<file path="config.mk">
export PLATFORM = sky130hd
export DESIGN_NAME = genotype_bed_stream_unpacker
export DESIGN_NICKNAME = d
export VERILOG_FILES = /design/src/sv/gbsu_pkg.sv /design/src/sv/genotype_bed_stream_unpacker.sv /design/src/sv/gbsu_front.sv /design/src/sv/gbsu_queue.sv /design/src/sv/gbsu_back.sv
export SDC_FILE = /design/constraint.sdc
export NUM_CORES = 1
export LEC_CHECK = 0
export ABC_AREA = 1
export BUFFER_PORTS_ARGS = -buffer_cell sky130_fd_sc_hd__buf_2
export CELL_PAD_IN_SITES_DETAIL_PLACEMENT = 0
export CELL_PAD_IN_SITES_GLOBAL_PLACEMENT = 1
export CORE_UTILIZATION = 30
export DETAILED_ROUTE_END_ITERATION = 8
export GPL_ROUTABILITY_DRIVEN = 0
export HOLD_SLACK_MARGIN = 0.1
export PLACE_DENSITY_LB_ADDON = 0.08
export SYNTH_ARGS = -nofsm -noshare
export SYNTH_HDL_FRONTEND = slang
export SYNTH_SLANG_ARGS = --single-unit
</file>
<file path="constraint.sdc">
create_clock -name clk -period 3.65 [get_ports clk]
set_input_delay 0.1825 -clock clk [delete_from_list [all_inputs] [get_ports clk]]
set_output_delay 0.1825 -clock clk [all_outputs]
set_load 0.005 [all_outputs]
</file>
<file path="src/sv/gbsu_pkg.sv">
`default_nettype none

package gbsu_pkg;

    localparam int BYTE_W  = 8;
    localparam int CFG_W   = 16;
    localparam int GENO_W  = 4;
    localparam int INDEX_W = 16;
    localparam int KIND_W  = 2;

    localparam logic [BYTE_W-1:0] MAGIC_FIRST    = 8'd108;
    localparam logic [BYTE_W-1:0] MAGIC_SECOND   = 8'd27;
    localparam logic [BYTE_W-1:0] MODE_SNP_MAJOR = 8'd1;

    localparam logic [GENO_W-1:0] GENO_HOM_REF  = 4'd0;
    localparam logic [GENO_W-1:0] GENO_HET      = 4'd1;
    localparam logic [GENO_W-1:0] GENO_HOM_ALT  = 4'd2;
    localparam logic [GENO_W-1:0] GENO_MISSING  = 4'd9;

    localparam int QUEUE_DEPTH = 2;
    localparam int QUEUE_AW    = $clog2(QUEUE_DEPTH);

    localparam logic [1:0] SLOT_LAST = 2'd3;

    typedef enum logic [KIND_W-1:0] {
        KIND_GENOTYPE  = 2'd0,
        KIND_BAD_MAGIC = 2'd1,
        KIND_BAD_MODE  = 2'd2
    } kind_t;

    // one queued item: a data byte or an error marker
    typedef struct packed {
        kind_t              kind;
        logic [BYTE_W-1:0]  data;
    } work_item_t;

    function automatic logic [GENO_W-1:0] code_to_genotype(input logic [1:0] code);
        logic [GENO_W-1:0] g;
        begin
            unique case (code)
                2'b00:   g = GENO_HOM_REF;
                2'b01:   g = GENO_MISSING;
                2'b10:   g = GENO_HET;
                default: g = GENO_HOM_ALT;
            endcase
            return g;
        end
    endfunction

endpackage

`default_nettype wire

</file>
<file path="src/sv/genotype_bed_stream_unpacker.sv">
`default_nettype none

// Decodes a SNP-major genotype file stream fed one byte per item. The three
// header bytes are checked (magic 108, 27, then mode 1); a failure gives one
// error item and every later byte is dropped until reset. Each data byte
// gives one to four genotype items, low code first, with sample_index,
// row_end at samples_per_row and last on the final item of the byte.
// Results leave one per cycle from a single output register while out_ready
// is high and items wait; a data byte gives four items when the row does not
// end in it. A two-item queue sits between the header checker and the
// expander, so bytes are taken while results wait.
// samples_per_row (reset 1, zero means the full counter range) should be
// written only while the block is idle.

module genotype_bed_stream_unpacker #(
    parameter int SAMPLE_WIDTH = 16
) (
    input  wire logic                          clk,
    input  wire logic                          rst_n,
    input  wire logic                          cfg_valid,
    output logic                               cfg_ready,
    input  wire logic [gbsu_pkg::CFG_W-1:0]    cfg_data,
    input  wire logic                          in_valid,
    output logic                               in_ready,
    input  wire logic [gbsu_pkg::BYTE_W-1:0]   stream_byte,
    output logic                               out_valid,
    input  wire logic                          out_ready,
    output logic [gbsu_pkg::KIND_W-1:0]        kind,
    output logic [gbsu_pkg::GENO_W-1:0]        genotype,
    output logic [gbsu_pkg::INDEX_W-1:0]       sample_index,
    output logic                               row_end,
    output logic                               last
);

    logic [gbsu_pkg::CFG_W-1:0] samples_per_row_reg;

    logic                  push;
    gbsu_pkg::work_item_t  push_item;
    logic                  queue_full;
    logic                  q_pop;
    logic                  q_not_empty;
    gbsu_pkg::work_item_t  q_head;

    assign cfg_ready = 1'b1;

    always_ff @(posedge clk or negedge rst_n)
    begin
        if (!rst_n)
        begin
            samples_per_row_reg <= gbsu_pkg::CFG_W'(1);
        end
        else if (cfg_valid)
        begin
            samples_per_row_reg <= cfg_data;
        end
    end

    gbsu_front u_front (
        .clk        (clk),
        .rst_n      (rst_n),
        .in_valid   (in_valid),
        .in_ready   (in_ready),
        .stream_byte(stream_byte),
        .push       (push),
        .push_item  (push_item),
        .queue_full (queue_full)
    );

    gbsu_queue u_queue (
        .clk       (clk),
        .rst_n     (rst_n),
        .push      (push),
        .push_item (push_item),
        .full      (queue_full),
        .pop       (q_pop),
        .not_empty (q_not_empty),
        .head_item (q_head)
    );

    gbsu_back #(
        .SAMPLE_WIDTH(SAMPLE_WIDTH)
    ) u_back (
        .clk            (clk),
        .rst_n          (rst_n),
        .samples_per_row(samples_per_row_reg),
        .q_not_empty    (q_not_empty),
        .q_head         (q_head),
        .q_pop          (q_pop),
        .out_valid      (out_valid),
        .out_ready      (out_ready),
        .kind           (kind),
        .genotype       (genotype),
        .sample_index   (sample_index),
        .row_end        (row_end),
        .last           (last)
    );

endmodule

`default_nettype wire

</file>
<file path="src/sv/gbsu_front.sv">
`default_nettype none

module gbsu_front (
    input  wire logic                       clk,
    input  wire logic                       rst_n,
    input  wire logic                       in_valid,
    output logic                            in_ready,
    input  wire logic [gbsu_pkg::BYTE_W-1:0] stream_byte,
    output logic                            push,
    output gbsu_pkg::work_item_t            push_item,
    input  wire logic                       queue_full
);

    typedef enum logic [1:0] {
        PH_MAGIC0,
        PH_MAGIC1,
        PH_MODE,
        PH_DATA
    } phase_t;

    phase_t phase_reg, phase_next;
    logic   mismatch_reg, mismatch_next;
    logic   error_reg, error_next;
    logic   accept;

    // dropped bytes after an error need no queue room
    assign in_ready = error_reg || !queue_full;
    assign accept   = in_valid && in_ready;

    always_comb
    begin
        phase_next     = phase_reg;
        mismatch_next  = mismatch_reg;
        error_next     = error_reg;
        push           = 1'b0;
        push_item.kind = gbsu_pkg::KIND_GENOTYPE;
        push_item.data = stream_byte;
        if (accept && !error_reg)
        begin
            unique case (phase_reg)
                PH_MAGIC0:
                begin
                    mismatch_next = (stream_byte != gbsu_pkg::MAGIC_FIRST);
                    phase_next    = PH_MAGIC1;
                end
                PH_MAGIC1:
                begin
                    if (stream_byte != gbsu_pkg::MAGIC_SECOND)
                    begin
                        mismatch_next = 1'b1;
                    end
                    phase_next = PH_MODE;
                end
                PH_MODE:
                begin
                    if (mismatch_reg)
                    begin
                        error_next     = 1'b1;
                        push           = 1'b1;
                        push_item.kind = gbsu_pkg::KIND_BAD_MAGIC;
                    end
                    else if (stream_byte != gbsu_pkg::MODE_SNP_MAJOR)
                    begin
                        error_next     = 1'b1;
                        push           = 1'b1;
                        push_item.kind = gbsu_pkg::KIND_BAD_MODE;
                    end
                    else
                    begin
                        phase_next = PH_DATA;
                    end
                end
                PH_DATA:
                begin
                    push = 1'b1;
                end
                default:
                begin
                    phase_next = PH_MAGIC0;
                end
            endcase
        end
    end

    always_ff @(posedge clk or negedge rst_n)
    begin
        if (!rst_n)
        begin
            phase_reg    <= PH_MAGIC0;
            mismatch_reg <= 1'b0;
            error_reg    <= 1'b0;
        end
        else
        begin
            phase_reg    <= phase_next;
            mismatch_reg <= mismatch_next;
            error_reg    <= error_next;
        end
    end

endmodule

`default_nettype wire

</file>
<file path="src/sv/gbsu_queue.sv">
`default_nettype none

module gbsu_queue (
    input  wire logic                 clk,
    input  wire logic                 rst_n,
    input  wire logic                 push,
    input  wire gbsu_pkg::work_item_t push_item,
    output logic                      full,
    input  wire logic                 pop,
    output logic                      not_empty,
    output gbsu_pkg::work_item_t      head_item
);

    gbsu_pkg::work_item_t entries [gbsu_pkg::QUEUE_DEPTH];

    logic [gbsu_pkg::QUEUE_AW-1:0] wr_ptr_reg, wr_ptr_next;
    logic [gbsu_pkg::QUEUE_AW-1:0] rd_ptr_reg, rd_ptr_next;
    logic [gbsu_pkg::QUEUE_AW:0]   count_reg, count_next;
    logic                          do_push;
    logic                          do_pop;

    assign full      = (count_reg == (gbsu_pkg::QUEUE_AW+1)'(gbsu_pkg::QUEUE_DEPTH));
    assign not_empty = (count_reg != '0);
    assign do_push   = push && !full;
    assign do_pop    = pop && not_empty;
    assign head_item = entries[rd_ptr_reg];

    always_comb
    begin
        wr_ptr_next = do_push ? wr_ptr_reg + 1'b1 : wr_ptr_reg;
        rd_ptr_next = do_pop ? rd_ptr_reg + 1'b1 : rd_ptr_reg;
        count_next  = count_reg;
        if (do_push && !do_pop)
        begin
            count_next = count_reg + 1'b1;
        end
        else if (do_pop && !do_push)
        begin
            count_next = count_reg - 1'b1;
        end
    end

    always_ff @(posedge clk)
    begin
        if (do_push)
        begin
            entries[wr_ptr_reg] <= push_item;
        end
    end

    always_ff @(posedge clk or negedge rst_n)
    begin
        if (!rst_n)
        begin
            wr_ptr_reg <= '0;
            rd_ptr_reg <= '0;
            count_reg  <= '0;
        end
        else
        begin
            wr_ptr_reg <= wr_ptr_next;
            rd_ptr_reg <= rd_ptr_next;
            count_reg  <= count_next;
        end
    end

endmodule

`default_nettype wire

</file>
<file path="src/sv/gbsu_back.sv">
`default_nettype none

module gbsu_back #(
    parameter int SAMPLE_WIDTH = 16
) (
    input  wire logic                         clk,
    input  wire logic                         rst_n,
    input  wire logic [gbsu_pkg::CFG_W-1:0]   samples_per_row,
    input  wire logic                         q_not_empty,
    input  wire gbsu_pkg::work_item_t         q_head,
    output logic                              q_pop,
    output logic                              out_valid,
    input  wire logic                         out_ready,
    output logic [gbsu_pkg::KIND_W-1:0]       kind,
    output logic [gbsu_pkg::GENO_W-1:0]       genotype,
    output logic [gbsu_pkg::INDEX_W-1:0]      sample_index,
    output logic                              row_end,
    output logic                              last
);

    gbsu_pkg::work_item_t     cur_reg, cur_next;
    logic                     cur_valid_reg, cur_valid_next;
    logic [1:0]               slot_reg, slot_next;
    logic [SAMPLE_WIDTH-1:0]  pos_reg, pos_next;

    logic                          out_valid_reg, out_valid_next;
    logic [gbsu_pkg::KIND_W-1:0]   kind_reg, kind_next;
    logic [gbsu_pkg::GENO_W-1:0]   geno_reg, geno_next;
    logic [gbsu_pkg::INDEX_W-1:0]  index_reg, index_next;
    logic                          row_end_reg, row_end_next;
    logic                          last_reg, last_next;

    logic [SAMPLE_WIDTH-1:0]  lim_raw;
    logic [SAMPLE_WIDTH:0]    lim;
    logic [SAMPLE_WIDTH:0]    pos_inc;
    logic [gbsu_pkg::INDEX_W-1:0] pos_index;
    logic [1:0]               code;
    logic                     is_end;
    logic                     advance;
    logic                     done;

    if (SAMPLE_WIDTH > gbsu_pkg::CFG_W)
    begin : g_lim_wide
        assign lim_raw = {{(SAMPLE_WIDTH-gbsu_pkg::CFG_W){1'b0}}, samples_per_row};
    end
    else
    begin : g_lim_narrow
        assign lim_raw = samples_per_row[SAMPLE_WIDTH-1:0];
    end

    if (SAMPLE_WIDTH >= gbsu_pkg::INDEX_W)
    begin : g_idx_wide
        assign pos_index = pos_reg[gbsu_pkg::INDEX_W-1:0];
    end
    else
    begin : g_idx_narrow
        assign pos_index = {{(gbsu_pkg::INDEX_W-SAMPLE_WIDTH){1'b0}}, pos_reg};
    end

    // a zero count stands for a full counter range
    assign lim     = (lim_raw == '0) ? {1'b1, {SAMPLE_WIDTH{1'b0}}} : {1'b0, lim_raw};
    assign pos_inc = {1'b0, pos_reg} + 1'b1;
    assign is_end  = (pos_inc >= lim);

    always_comb
    begin
        case (slot_reg)
            2'd0:    code = cur_reg.data[1:0];
            2'd1:    code = cur_reg.data[3:2];
            2'd2:    code = cur_reg.data[5:4];
            default: code = cur_reg.data[7:6];
        endcase
    end

    assign advance = cur_valid_reg && (!out_valid_reg || out_ready);
    assign done    = (cur_reg.kind != gbsu_pkg::KIND_GENOTYPE) || is_end
                     || (slot_reg == gbsu_pkg::SLOT_LAST);
    assign q_pop   = q_not_empty && (!cur_valid_reg || (advance && done));

    always_comb
    begin
        cur_next       = cur_reg;
        cur_valid_next = cur_valid_reg;
        slot_next      = slot_reg;
        pos_next       = pos_reg;
        out_valid_next = out_valid_reg;
        kind_next      = kind_reg;
        geno_next      = geno_reg;
        index_next     = index_reg;
        row_end_next   = row_end_reg;
        last_next      = last_reg;

        if (out_valid_reg && out_ready)
        begin
            out_valid_next = 1'b0;
        end

        if (advance)
        begin
            out_valid_next = 1'b1;
            kind_next      = cur_reg.kind;
            last_next      = done;
            slot_next      = slot_reg + 1'b1;
            if (cur_reg.kind == gbsu_pkg::KIND_GENOTYPE)
            begin
                geno_next    = gbsu_pkg::code_to_genotype(code);
                index_next   = pos_index;
                row_end_next = is_end;
                pos_next     = is_end ? '0 : pos_inc[SAMPLE_WIDTH-1:0];
            end
            else
            begin
                geno_next    = '0;
                index_next   = '0;
                row_end_next = 1'b0;
            end
            if (done)
            begin
                cur_valid_next = 1'b0;
            end
        end

        if (q_pop)
        begin
            cur_next       = q_head;
            cur_valid_next = 1'b1;
            slot_next      = '0;
        end
    end

    always_ff @(posedge clk)
    begin
        cur_reg     <= cur_next;
        kind_reg    <= kind_next;
        geno_reg    <= geno_next;
        index_reg   <= index_next;
        row_end_reg <= row_end_next;
        last_reg    <= last_next;
    end

    always_ff @(posedge clk or negedge rst_n)
    begin
        if (!rst_n)
        begin
            cur_valid_reg <= 1'b0;
            slot_reg      <= '0;
            pos_reg       <= '0;
            out_valid_reg <= 1'b0;
        end
        else
        begin
            cur_valid_reg <= cur_valid_next;
            slot_reg      <= slot_next;
            pos_reg       <= pos_next;
            out_valid_reg <= out_valid_next;
        end
    end

    assign out_valid    = out_valid_reg;
    assign kind         = kind_reg;
    assign genotype     = geno_reg;
    assign sample_index = index_reg;
    assign row_end      = row_end_reg;
    assign last         = last_reg;

endmodule

`default_nettype wire
</file>
Yosys cells after proc, flatten, opt, wreduce, memory -nomap -nowiden
Memories as Yosys holds them, arrays and structs flattened. A register that Yosys moved wholly into a read port is not among the register bits.
Cells that the tools add are included.
W data, S select, Z words.
- eq/ne operators: 15
- add/sub/neg operators: 6
- magnitude comparators: 1
- multiplexer cells: 30
- reduce and logical (&&, ||, !) cells: 40
- operators with widths (cell ; number):
    $mux W2 ; 10
    $add A16 B1 Y17 const B ; 1
    $ge A17 B17 Y1 ; 1
    $mux W17 ; 1
    $logic_not A16 Y1 ; 1
    $mux W16 ; 1
    $reduce_bool A2 Y1 ; 8
    $mux W1 ; 13
    $eq A2 B2 Y1 const B ; 6
    $pmux W2 S3 ; 2
    $pmux W4 S3 ; 1
    $logic_and A1 B1 Y1 ; 10
    $logic_not A2 Y1 ; 4
    $ne A8 B1 Y1 const B ; 1
    $ne A8 B5 Y1 const B ; 1
    $ne A8 B7 Y1 const B ; 1
    $eq A2 B1 Y1 const B ; 3
    $logic_not A1 Y1 ; 6
    $reduce_and A3 Y1 ; 2
    $logic_or A1 B1 Y1 ; 5
    $add A2 B1 Y2 const B ; 2
    $ne A2 B2 Y1 const B ; 2
    $pmux W1 S2 ; 2
    $reduce_and A2 Y1 ; 2
    5 further kinds ; 6
- logic and storage cells: 109
- input port bits: 29
- memories: 1
- bits in writable memories: 20
- register bits: 68
- memory list (name ; depth ; bits a word ; read ports ; clocked after Yosys merged registers in ; wr ports ; RTL line ; text):
    u_queue.entries ; 2 ; 10 ; 1 ; 1 ; 1 ; gbsu_queue.sv:14 ; gbsu_pkg::work_item_t entries [gbsu_pkg::QUEUE_DEPTH];

Depth between registers and ports, before layout
Gate-level depths: netlist of run 1.
- word-level depth: 12
- depth in mapped cells: 24
- gate-level depth less buffers: 24

Modules after synthesis
Synthesis of run 1 repeated with hierarchy kept, for this count alone.
- cell total of the unflattened synthesis: 529
- area, all modules: 5026.1 µm²
- modules (own cells, without submodules) (module ; area an instance (µm²) ; cells each ; seq. area each (µm²) ; times used):
    gbsu_back ; 2911.5 ; 300 ; 1491.4 ; 1
    gbsu_queue ; 972.2 ; 84 ; 700.7 ; 1
    genotype_bed_stream_unpacker ; 656.9 ; 70 ; 401.6 ; 1
    gbsu_front ; 485.5 ; 75 ; 100.1 ; 1

Worst setup path after synthesis of run 1
Ideal clock, no wire load.
- path kind: flip-flop to flip-flop
- start point: register u_back.pos_reg[0], in the netlist u_back.pos_index[0]
- end point: register u_queue.count_reg[1] (netlist name)
- setup time: 131 ps
- setup slack: 537 ps
- arrival time: 2982 ps
- stages on the path, launching flop included: 25
- required time: 3519 ps
- cells stage by stage: dfrtp_1 -> ha_1 -> nand3_1 -> nor2_2 -> nand3_2 -> nor2_4 -> nand2_1 -> nand2_1 -> and2_1 -> inv_1 -> ha_1 -> nand2_1 -> nor2_1 -> and2_4 -> nand2_1 -> nand2_1 -> nor2_2 -> nand3_2 -> nand2_1 -> nand2_2 -> nand2_4 -> ha_1 -> a21oi_1 -> o21ai_0 -> xor2_1
- word-level cells in the longest chain between the ends: 11
- elaborated cells on any way between the ends: 13
- ends and longest elaborated chain (what ; RTL line ; text):
    start: declaration ; gbsu_back.sv:24 ; logic [SAMPLE_WIDTH-1:0] pos_reg, pos_next;
    start signal: assignment ; gbsu_back.sv:154 ; pos_reg <= pos_next;
    $add A16 B1 Y17 (*) ; gbsu_back.sv:62 ; assign pos_inc = {1'b0, pos_reg} + 1'b1;
    $ge A17 B17 Y1 (*) ; gbsu_back.sv:63 ; assign is_end = (pos_inc >= lim);
    $logic_or A1 B1 Y1 (*) ; gbsu_back.sv:76 ; assign done = (cur_reg.kind != gbsu_pkg::KIND_GENOTYPE) || is_end
    $logic_or A1 B1 Y1 (*) ; gbsu_back.sv:77 ; || (slot_reg == gbsu_pkg::SLOT_LAST);
    net u_back.done ; gbsu_back.sv:40 ; logic done;
    $logic_and A1 B1 Y1 (*) ; gbsu_back.sv:78 ; assign q_pop = q_not_empty && (!cur_valid_reg || (advance && done));
    $logic_or A1 B1 Y1 (*) ; gbsu_back.sv:78 ;
    $logic_and A1 B1 Y1 (*) ; gbsu_back.sv:78 ;
    $logic_and A1 B1 Y1 (*) ; gbsu_queue.sv:25 ; assign do_pop = pop && not_empty;
    $logic_not A1 Y1 ; gbsu_queue.sv:33 ; if (do_push && !do_pop)
    $logic_and A1 B1 Y1 ; gbsu_queue.sv:33 ;
    $mux W2 / $reduce_bool A2 Y1 (equally long branches) ; - ;
    end signal: assignment ; gbsu_queue.sv:63 ; count_reg <= count_next;
    end: declaration ; gbsu_queue.sv:18 ; logic [gbsu_pkg::QUEUE_AW:0] count_reg, count_next;
The timed path passes the listed nets; every way through them passes the cells marked *.
A chain may end at the register's enable or synchronous reset.

Worst setup path after layout of run 1
Ends and elaborated chain as after synthesis.

==> impl_metrics.tcl, run 1 <==
set metrics [dict create \
    status "finished clean" \
    antenna_found_initial 0 \
    hpwl_um 7250 \
    slowest_delay_ns 0.41 \
    detail_route.vias_per_cell 4.28 \
    power_mw 2.40 \
    yosysSeqAreaShare 0.564 \
    drc 0 \
    critPathRequiredTime_ns 3.88 \
    dieArea_sq_um 16400 \
    synthTopCellsByArea "edfxtp_1 (33%), dfrtp_1 (23%), ha_1 (8.1%)" \
    slew_headroom 0.296 \
    final_common_cell "nand2_1" \
    clock.fmax_mhz 295 \
    hold_end "u_queue.entries[1][5]" \
    syn_nets 534 \
    syn_to_final_growth_pct 22.7 \
    period_share 0.929 \
    power_frac_comb 0.109 \
    placed_area_sq_um 5260 \
    synth-main-ff-cell "edfxtp_1" \
    numPortBuffers 53 \
    first_global_vias 3301 \
    whs_path_depth 1 \
    fin_nets 617 \
    async_reset_ff_frac 0.454 \
    top_register "u_queue.entries" \
    r2r_slack_ns 0.26 \
    grt_pass1_wl_um 16800 \
    grt_max_degree 45 \
    via_count 3305 \
    cp_common_cell "nand2_1" \
    reg2reg_depth 22 \
    whs_ns 0.118 \
    pin_count 56 \
    p_leak_nw 2.82 \
    antenna_left 0 \
    largest_reg_flops 20 \
    synth_enable_flop_cells 53 \
    path_max_fanout 4 \
    worstHoldStart "stream_byte[5]" \
    seqPwrFrac 0.508 \
    syn_area_per_cell_sq_um 10.1 \
    drt_wl_total_um 9990 \
    grt_remaining_overflow 0 \
    yosysUniqueCellTypes 40 \
    p_sw_uw 567 \
    worst_slack_ns 0.259 \
    initial_utilization 0.311 \
    drv_cap 0 \
    track_usage 0.135 \
    clockBufferDepth 2 \
    p_int_mw 1.84 \
    place_inst 728 \
    worstReg2RegEnd "u_queue.count_reg[1]" \
    ir_drop_v 0.000194 \
    slew_violations 0 \
    final_area_sq_um 5860 \
    synth.cell_area_sq_um 4770 \
    die_x_um 128 \
    die_height_um 128 \
    synth.top_cell.area_share 0.333 \
    finClkSkew_ns 0.00706 \
    yosys_warnings 0 \
    clkSlewWorstSetupHoldPaths_ns 0.07 \
    power.density_nw_per_um2 410 \
    placementRows 45 \
    place_ws_ns 0.137 \
    tns_ns 0 \
    cts_made_buffers 9 \
    final_cell_mix "nand2_1 (102), inv_1 (74), buf_2 (53), edfxtp_1 (53), dfrtp_1 (41)" \
    cts_tree "built" \
    rr_startpoint "u_back.pos_index[0]" \
    cts-root-buf "clkbuf_16" \
    core_sq_um 15400 \
    startpoint_type "flop" \
    ctsHtreeMaxLevel 3 \
    crit_chain "buf_4, nand3_2, nor2_4, nand2_4, nor4_1, xor2_1, inv_1, ha_1, nand2_1, nor2_1, and2_4, nand2_1, nand2_1, nor2_4, nand3_2, nand2_1, nand2_2, nand2_4, ha_1, a21oi_1, o21ai_1, xor2_1" \
    instances_no_fill 772 \
    cts_sinks 97 \
    hold_violations 0 \
    period_needed_ns 3.39 \
    arrival_ns 3.62 \
    swShare 0.236 \
    worstSkewPairLatency_ns 0.34 \
    tightest_slew_ns 1.06 \
    clkPwrFrac 0.383 \
    finalSetupViolCount 0 \
    utilization 0.381 \
    critPathCaptureType "flop" \
    ys_ff_latch 97 \
    cp_slowest_cell "dfrtp_2" \
    syn_inst 474 \
    layout-drive-gt1-share 0.187 \
    synth_area_leader_cell "edfxtp_1" \
    drt_first_pass_iters 4 \
    avgRoutedWirePerCell_um 12.9 \
    hold_path_class "primary input to flop" \
    antenna_cells 0 \
    path_class "flop to flop" \
    drt_iter0_drc 143 \
]
==> cell families after synthesis <==
family / synth area share
simple gates: 0.180
flops: 0.564
buf+inv: 0.0734
compound gates: 0.0658
fa+ha+maj: 0.0812
xor+xnor: 0.0291
other cells: 0.00157
mux: 0.00472
==> power groups by stage <==
stage	registers, mW	clock network, mW	logic, mW
2_1_floorplan	1.24	0	0.162
3_3_place_gp	1.24	0	0.246
3_5_place_dp	1.25	0	0.251
4_1_cts	1.22	0.959	0.271
5_1_grt	1.23	1.00	0.309
6_report	1.22	0.920	0.261
==> worst max path at each step <==
stage,from,endpoint,slack [ns],depth (start not counted)
final,u_back.pos_index[0],u_queue.count_reg[1],0.26,22
after CTS,u_back.pos_index[0],u_queue.count_reg[1],0.14,21
after global routing,u_back.pos_index[0],u_queue.count_reg[1],-0.0001,25
after floorplan,u_back.pos_index[0],u_queue.count_reg[1],0.54,24
after global placement,u_back.pos_index[0],u_queue.count_reg[1],0.26,21
after detailed placement,u_back.pos_index[0],u_queue.count_reg[1],0.14,21
==> per-layer routing <==
layer / part of all wire / global-route usage / vias to the layer above
met5: 0 / 0 / -
met4: 0.017 / 0.0561 / 0
met3: 0.036 / 0.0284 / 13
met2: 0.40 / 0.188 / 58
met1: 0.55 / 0.201 / 1526
li1: - / - / 1708
==> cells in the mapped netlist (3+ instances only) <==
cell type / n
a21oi_1: 10
clkbuf_1: 8
dfrtp_1: 43
edfxtp_1: 53
ha_1: 31
inv_1: 74
inv_2: 3
nand2_1: 102
nand2_4: 3
nand3_1: 8
nand3_2: 4
nand4_1: 6
nor2_1: 35
nor2_2: 3
nor2_4: 4
nor3_1: 6
nor4_1: 7
o21ai_0: 21
o22ai_1: 15
xor2_1: 13
==> worst max-delay path: cells and delay by family (launching register included) <==
kind	cells	cell delay [ns]
buffers and inverters	2	0.21
XOR/XNOR	2	0.40
AND/OR/NAND/NOR	14	1.47
adder cells (fa/ha/maj)	2	0.60
flip-flops	1	0.41
AO/OA/AOI/OAI	2	0.20
==> timing repair <==
item / CTS / global route
setup buffers: 0 / 7
gates resized for setup: 0 / 12
hold buffers: 22 / 0
hold endpoints to repair: 66 / 0
setup endpoints to repair: 0 / 1
==> final cells by class <==
| type | instances | area (sq um) |
|---|---|---|
| Clock buffer | 12 | 236 |
| Clock inverter | 3 | 43.8 |
| Fill cell | 1602 | 9510 |
| Inverter | 77 | 289 |
| Multi-Input combinational cell | 288 | 1780 |
| Sequential cell | 97 | 2700 |
| Tap cell | 211 | 264 |
| Timing Repair Buffer | 84 | 553 |
Note: power is estimated with default switching activity, not from simulation.
==> run 2, diff against run 1 <==
--- a/config.mk
+++ b/config.mk
@@ -10,6 +10,7 @@
 export CELL_PAD_IN_SITES_DETAIL_PLACEMENT = 0
 export CELL_PAD_IN_SITES_GLOBAL_PLACEMENT = 1
 export CORE_UTILIZATION = 30
+export CTS_BUF_LIST = sky130_fd_sc_hd__clkbuf_16
 export DETAILED_ROUTE_END_ITERATION = 8
 export GPL_ROUTABILITY_DRIVEN = 0
 export HOLD_SLACK_MARGIN = 0.1
==> impl_metrics.tcl, run 2 (same netlist as run 1, synthesis figures left out) <==
set metrics [dict create \
    cp_slowest_cell "dfrtp_2" \
    critPathCaptureType "flop" \
    rsz0062_at_grt "false" \
    tightest_slew_ns 1.05 \
    hpwl_um 7250 \
    core_sq_um 15400 \
    cts_made_buffers 9 \
    hold_end "u_queue.entries[1][5]" \
    fillers 1602 \
    slowest_delay_ns 0.41 \
    antenna_cells 0 \
    whs_path_depth 1 \
    largest_reg_flops 20 \
    final_area_sq_um 5860 \
    critPathRequiredTime_ns 3.88 \
    cp_common_cell "nand2_1" \
    arrival_ns 3.62 \
    finClkSkew_ns 0.00643 \
    drv_cap 0 \
    slew_headroom 0.299 \
    tns_ns 0 \
    placed_area_sq_um 5260 \
    pin_count 56 \
    clkSlewWorstSetupHoldPaths_ns 0.07 \
    first_global_vias 3300 \
    crit_chain "buf_4, nand3_2, nor2_4, nand2_4, nor4_1, xor2_1, inv_1, ha_1, nand2_1, nor2_1, and2_4, nand2_1, nand2_1, nor2_4, nand3_2, nand2_1, nand2_2, nand2_4, ha_1, a21oi_1, o21ai_1, xor2_1" \
    drc 0 \
    placementRows 45 \
    finalSetupViolCount 0 \
    hold_violations 0 \
    numPortBuffers 53 \
    syn_to_final_growth_pct 22.7 \
    status "finished clean" \
    path_max_fanout 4 \
    power.density_nw_per_um2 409 \
    startpoint_type "flop" \
    path_buf_inv 2 \
    die_x_um 128 \
    crit_family "simple AND/OR/NAND/NOR gates" \
    die_height_um 128 \
    dieArea_sq_um 16400 \
    initial_utilization 0.311 \
    final_common_cell "nand2_1" \
    slew_violations 0 \
    cts_sinks 97 \
    reg2reg_depth 22 \
    grt_pass1_wl_um 16800 \
    worstHoldStart "stream_byte[5]" \
    drt_iter0_drc 145 \
    detail_route.vias_per_cell 4.28 \
    p_leak_nw 2.83 \
    drt_first_pass_iters 4 \
    r2r_slack_ns 0.26 \
    utilization 0.381 \
    period_share 0.929 \
    antenna_left 0 \
    track_usage 0.135 \
    worstSkewPairLatency_ns 0.34 \
    grt_remaining_overflow 0 \
    clock.fmax_mhz 295 \
    path_class "flop to flop" \
    rr_startpoint "u_back.pos_index[0]" \
    via_count 3305 \
    cts-root-buf "clkbuf_16" \
    grt_max_degree 45 \
    worstReg2RegEnd "u_queue.count_reg[1]" \
    period_needed_ns 3.39 \
    avgRoutedWirePerCell_um 12.9 \
    antenna_found_initial 0 \
    fin_nets 617 \
    ir_drop_v 0.000196 \
    hold_path_class "primary input to flop" \
    final_cell_mix "nand2_1 (102), inv_1 (77), buf_2 (53), edfxtp_1 (53), dfrtp_1 (41)" \
    clockBufferDepth 2 \
    drt_wl_total_um 9990 \
    ctsHtreeMaxLevel 3 \
    cts_tree "built" \
    top_register "u_queue.entries" \
    layout-drive-gt1-share 0.187 \
]
run 2: per-layer routing:
metal	routed length, um	share of wire	global-route usage	vias to the layer above
met5	0	0	0	-
met4	167	0.017	0.0561	0
met3	355	0.036	0.0284	13
met2	3970	0.40	0.188	58
met1	5500	0.55	0.201	1525
li1	-	-	-	1709
run 2: metrics by stage:
step	total power, mW	setup slack (ns)	hold slack, ns	std cells
finish	2.40	0.259	0.118	772
detailed placement	1.50	0.137	0.394	728
floorplan	1.40	0.537	-0.113	474
global placement	1.49	0.260	0.390	728
global route	2.53	0.000111	0.107	772
CTS	2.44	0.140	0.108	765
run 2: layout make-up:
type	count	area, sq um	area share
multi-input combinational	288	1780	0.303
tap	211	264	0.0450
timing repair buffer	84	553	0.0944
sequential	97	2700	0.460
inverter	77	289	0.0493
clock inverter	6	55.1	0.00939
clock buffer	9	225	0.0384
run 2: repair_timing:
| item | in CTS | in global routing |
|---|---|---|
| hold buffers | 22 | 0 |
| gates resized for setup | 0 | 12 |
| buffers inserted | 0 | 7 |
| setup endpoints to repair | 0 | 1 |
| hold endpoints to repair | 67 | 0 |
run 2: worst max-delay path by stage:
stage,start,to,slack [ns],depth (start not counted)
floorplan,u_back.pos_index[0],u_queue.count_reg[1],0.54,24
global placement,u_back.pos_index[0],u_queue.count_reg[1],0.26,21
detailed placement,u_back.pos_index[0],u_queue.count_reg[1],0.14,21
CTS,u_back.pos_index[0],u_queue.count_reg[1],0.14,21
global route,u_back.pos_index[0],u_queue.count_reg[1],0.0001,25
finish,u_back.pos_index[0],u_queue.count_reg[1],0.26,22
run 2: where the power goes:
part	switching [mW]	internal (mW)	total, mW
clock network	0.393	0.520	0.913
registers	0.0240	1.20	1.22
logic	0.151	0.110	0.261
total	0.568	1.83	2.40
run 2: worst reg2reg max path, cell delays in order (launching register included):
cell and delay, ns:
dfrtp_2 0.41, buf_4 0.13, nand3_2 0.11, nor2_4 0.15, nand2_4 0.08, nor4_1 0.22, xor2_1 0.26, inv_1 0.09
ha_1 0.28, nand2_1 0.06, nor2_1 0.16, and2_4 0.18, nand2_1 0.05, nand2_1 0.11, nor2_4 0.06, nand3_2 0.06
nand2_1 0.06, nand2_2 0.10, nand2_4 0.07, ha_1 0.32, a21oi_1 0.12, o21ai_1 0.08, xor2_1 0.14
==> run 3, diff against run 2 <==
--- a/config.mk
+++ b/config.mk
@@ -15,6 +15,7 @@
 export GPL_ROUTABILITY_DRIVEN = 0
 export HOLD_SLACK_MARGIN = 0.1
 export PLACE_DENSITY_LB_ADDON = 0.08
+export RECOVER_POWER = 25
 export SYNTH_ARGS = -nofsm -noshare
 export SYNTH_HDL_FRONTEND = slang
 export SYNTH_SLANG_ARGS = --single-unit
==> impl_metrics.tcl, run 3 (same netlist as run 1, synthesis figures left out) <==
set metrics [dict create \
    status "finished clean" \
    die_x_um 128 \
    cts-root-buf "clkbuf_16" \
    crit_chain "buf_4, nand3_2, nor2_4, nand2_4, nor4_1, xor2_1, inv_1, ha_1, nand2_1, nor2_1, and2_4, nand2_1, nand2_1, nor2_4, nand3_2, nand2_1, nand2_2, nand2_4, ha_1, a21oi_1, o21ai_1, xor2_1" \
    arrival_ns 3.62 \
    die_height_um 128 \
    fillers 1608 \
    cp_common_cell "nand2_1" \
    worstSkewPairLatency_ns 0.34 \
    grt_pass1_wl_um 16800 \
    cp-startpoint "u_back.pos_index[0]" \
    antenna_found_initial 0 \
    drc 0 \
    period_share 0.929 \
    critical_path.endpoint "u_queue.count_reg[1]" \
    hold_path_class "primary input to flop" \
    dieArea_sq_um 16400 \
    rsz0062_at_grt "false" \
    period_needed_ns 3.39 \
    clockBufferDepth 2 \
    drt_first_pass_iters 4 \
    path_max_fanout 4 \
    hpwl_um 7250 \
    critPathCaptureType "flop" \
    grt_max_degree 45 \
    final_cell_mix "nand2_1 (102), inv_1 (77), edfxtp_1 (53)" \
    top_register "u_queue.entries" \
    hold_violations 0 \
    clock.fmax_mhz 295 \
    finClkSkew_ns 0.00662 \
    core_sq_um 15400 \
    slowest_delay_ns 0.41 \
    r2r_slack_ns 0.26 \
    avgRoutedWirePerCell_um 13.0 \
    pin_count 56 \
    critPathRequiredTime_ns 3.88 \
    grt_remaining_overflow 0 \
    cts_tree "built" \
    detail_route.vias_per_cell 4.30 \
    clkSlewWorstSetupHoldPaths_ns 0.07 \
    instances_no_fill 772 \
    antenna_left 0 \
    numPortBuffers 53 \
    largest_reg_flops 20 \
    drt_wl_total_um 10000 \
    tns_ns 0 \
    first_global_vias 3300 \
    worstReg2RegEnd "u_queue.count_reg[1]" \
    ctsHtreeMaxLevel 3 \
    worstHoldStart "out_ready" \
    place_inst 728 \
    p_leak_nw 2.79 \
    slew_violations 0 \
    final_common_cell "nand2_1" \
    startpoint_type "flop" \
    power.density_nw_per_um2 410 \
    placementRows 45 \
    ir_drop_v 0.000196 \
    finalSetupViolCount 0 \
    initial_utilization 0.311 \
    cp_slowest_cell "dfrtp_2" \
    cts_sinks 97 \
    utilization 0.380 \
    slew_headroom 0.299 \
    drt_iter0_drc 144 \
    rr_startpoint "u_back.pos_index[0]" \
    syn_to_final_growth_pct 22.4 \
    fin_nets 617 \
    track_usage 0.135 \
    path_class "flop to flop" \
    antenna_cells 0 \
    layout-drive-gt1-share 0.160 \
    reg2reg_depth 22 \
    tightest_slew_ns 1.05 \
    drv_cap 0 \
    via_count 3317 \
    cts_made_buffers 9 \
]
## run 3: changes by cell type in the layout (fill, tap and decap cells not counted)
| cell | delta |
|---|---|
| buf_2 | -15 |
| clkbuf_1 | +15 |
## run 3: power breakdown
group	switching [mW]	leakage (nW)	total, mW	internal, mW
sequential	0.0241	0.941	1.22	1.20
combinational	0.151	1.70	0.259	0.108
clock	0.393	0.149	0.913	0.520
## run 3: final cells by class
type                    instances  area [sq um]  share of cell area
clock inverters                 6          55.1             0.00942
multi-input cells             288          1780               0.304
flip-flops and latches         97          2700               0.462
repair buffers                 84           534              0.0915
inverters                      77           289              0.0495
well taps                     211           264              0.0452
clock buffers                   9           225              0.0386
## run 3: worst min-delay path by stage
stage               depth (start not counted)  slack (ns)                       to
global placement                            3        0.39  samples_per_row_reg[14]
global route                                4        0.16         u_back.out_valid
floorplan                                   0       -0.11  samples_per_row_reg[10]
detailed placement                          3        0.39   samples_per_row_reg[7]
finish                                      4        0.14         u_back.out_valid
CTS                                         1        0.11    u_queue.entries[1][5]
## run 3: stage by stage
| stage | total power [mW] | setup WS (ns) | hold WS [ns] | instance area (sq um) |
|---|---|---|---|---|
| after global placement | 1.49 | 0.260 | 0.390 | 5260 |
| after global routing | 2.53 | 0.000111 | 0.156 | 5840 |
| final | 2.39 | 0.260 | 0.140 | 5840 |
| after CTS | 2.44 | 0.140 | 0.108 | 5760 |
| after detailed placement | 1.50 | 0.137 | 0.394 | 5260 |
| after floorplan | 1.40 | 0.537 | -0.113 | 4770 |
## run 3: timing repair
item,in CTS,in global routing
endpoints found under the setup margin,0,1
hold buffers,22,0
endpoints found under the hold margin,67,0
setup buffers,0,7
gates resized for setup,0,12
## run 3: layer usage
metal	wire [um]	part of all wire	track usage	vias to the layer above
met5	0	0	0	-
met4	167	0.017	0.0561	0
met3	326	0.033	0.0284	13
met2	3990	0.40	0.188	56
met1	5520	0.55	0.201	1535
li1	-	-	-	1713
## run 3: worst max-delay path, delay by kind of cell (launching register included)
family / cells / cell delay [ns]
xor gates and xnor gates: 2 / 0.40
buffers and inverters: 2 / 0.21
AOI/OAI and AO/OA: 2 / 0.20
and+or+nand+nor: 14 / 1.47
DFF: 1 / 0.41
adders and majority gates: 2 / 0.60
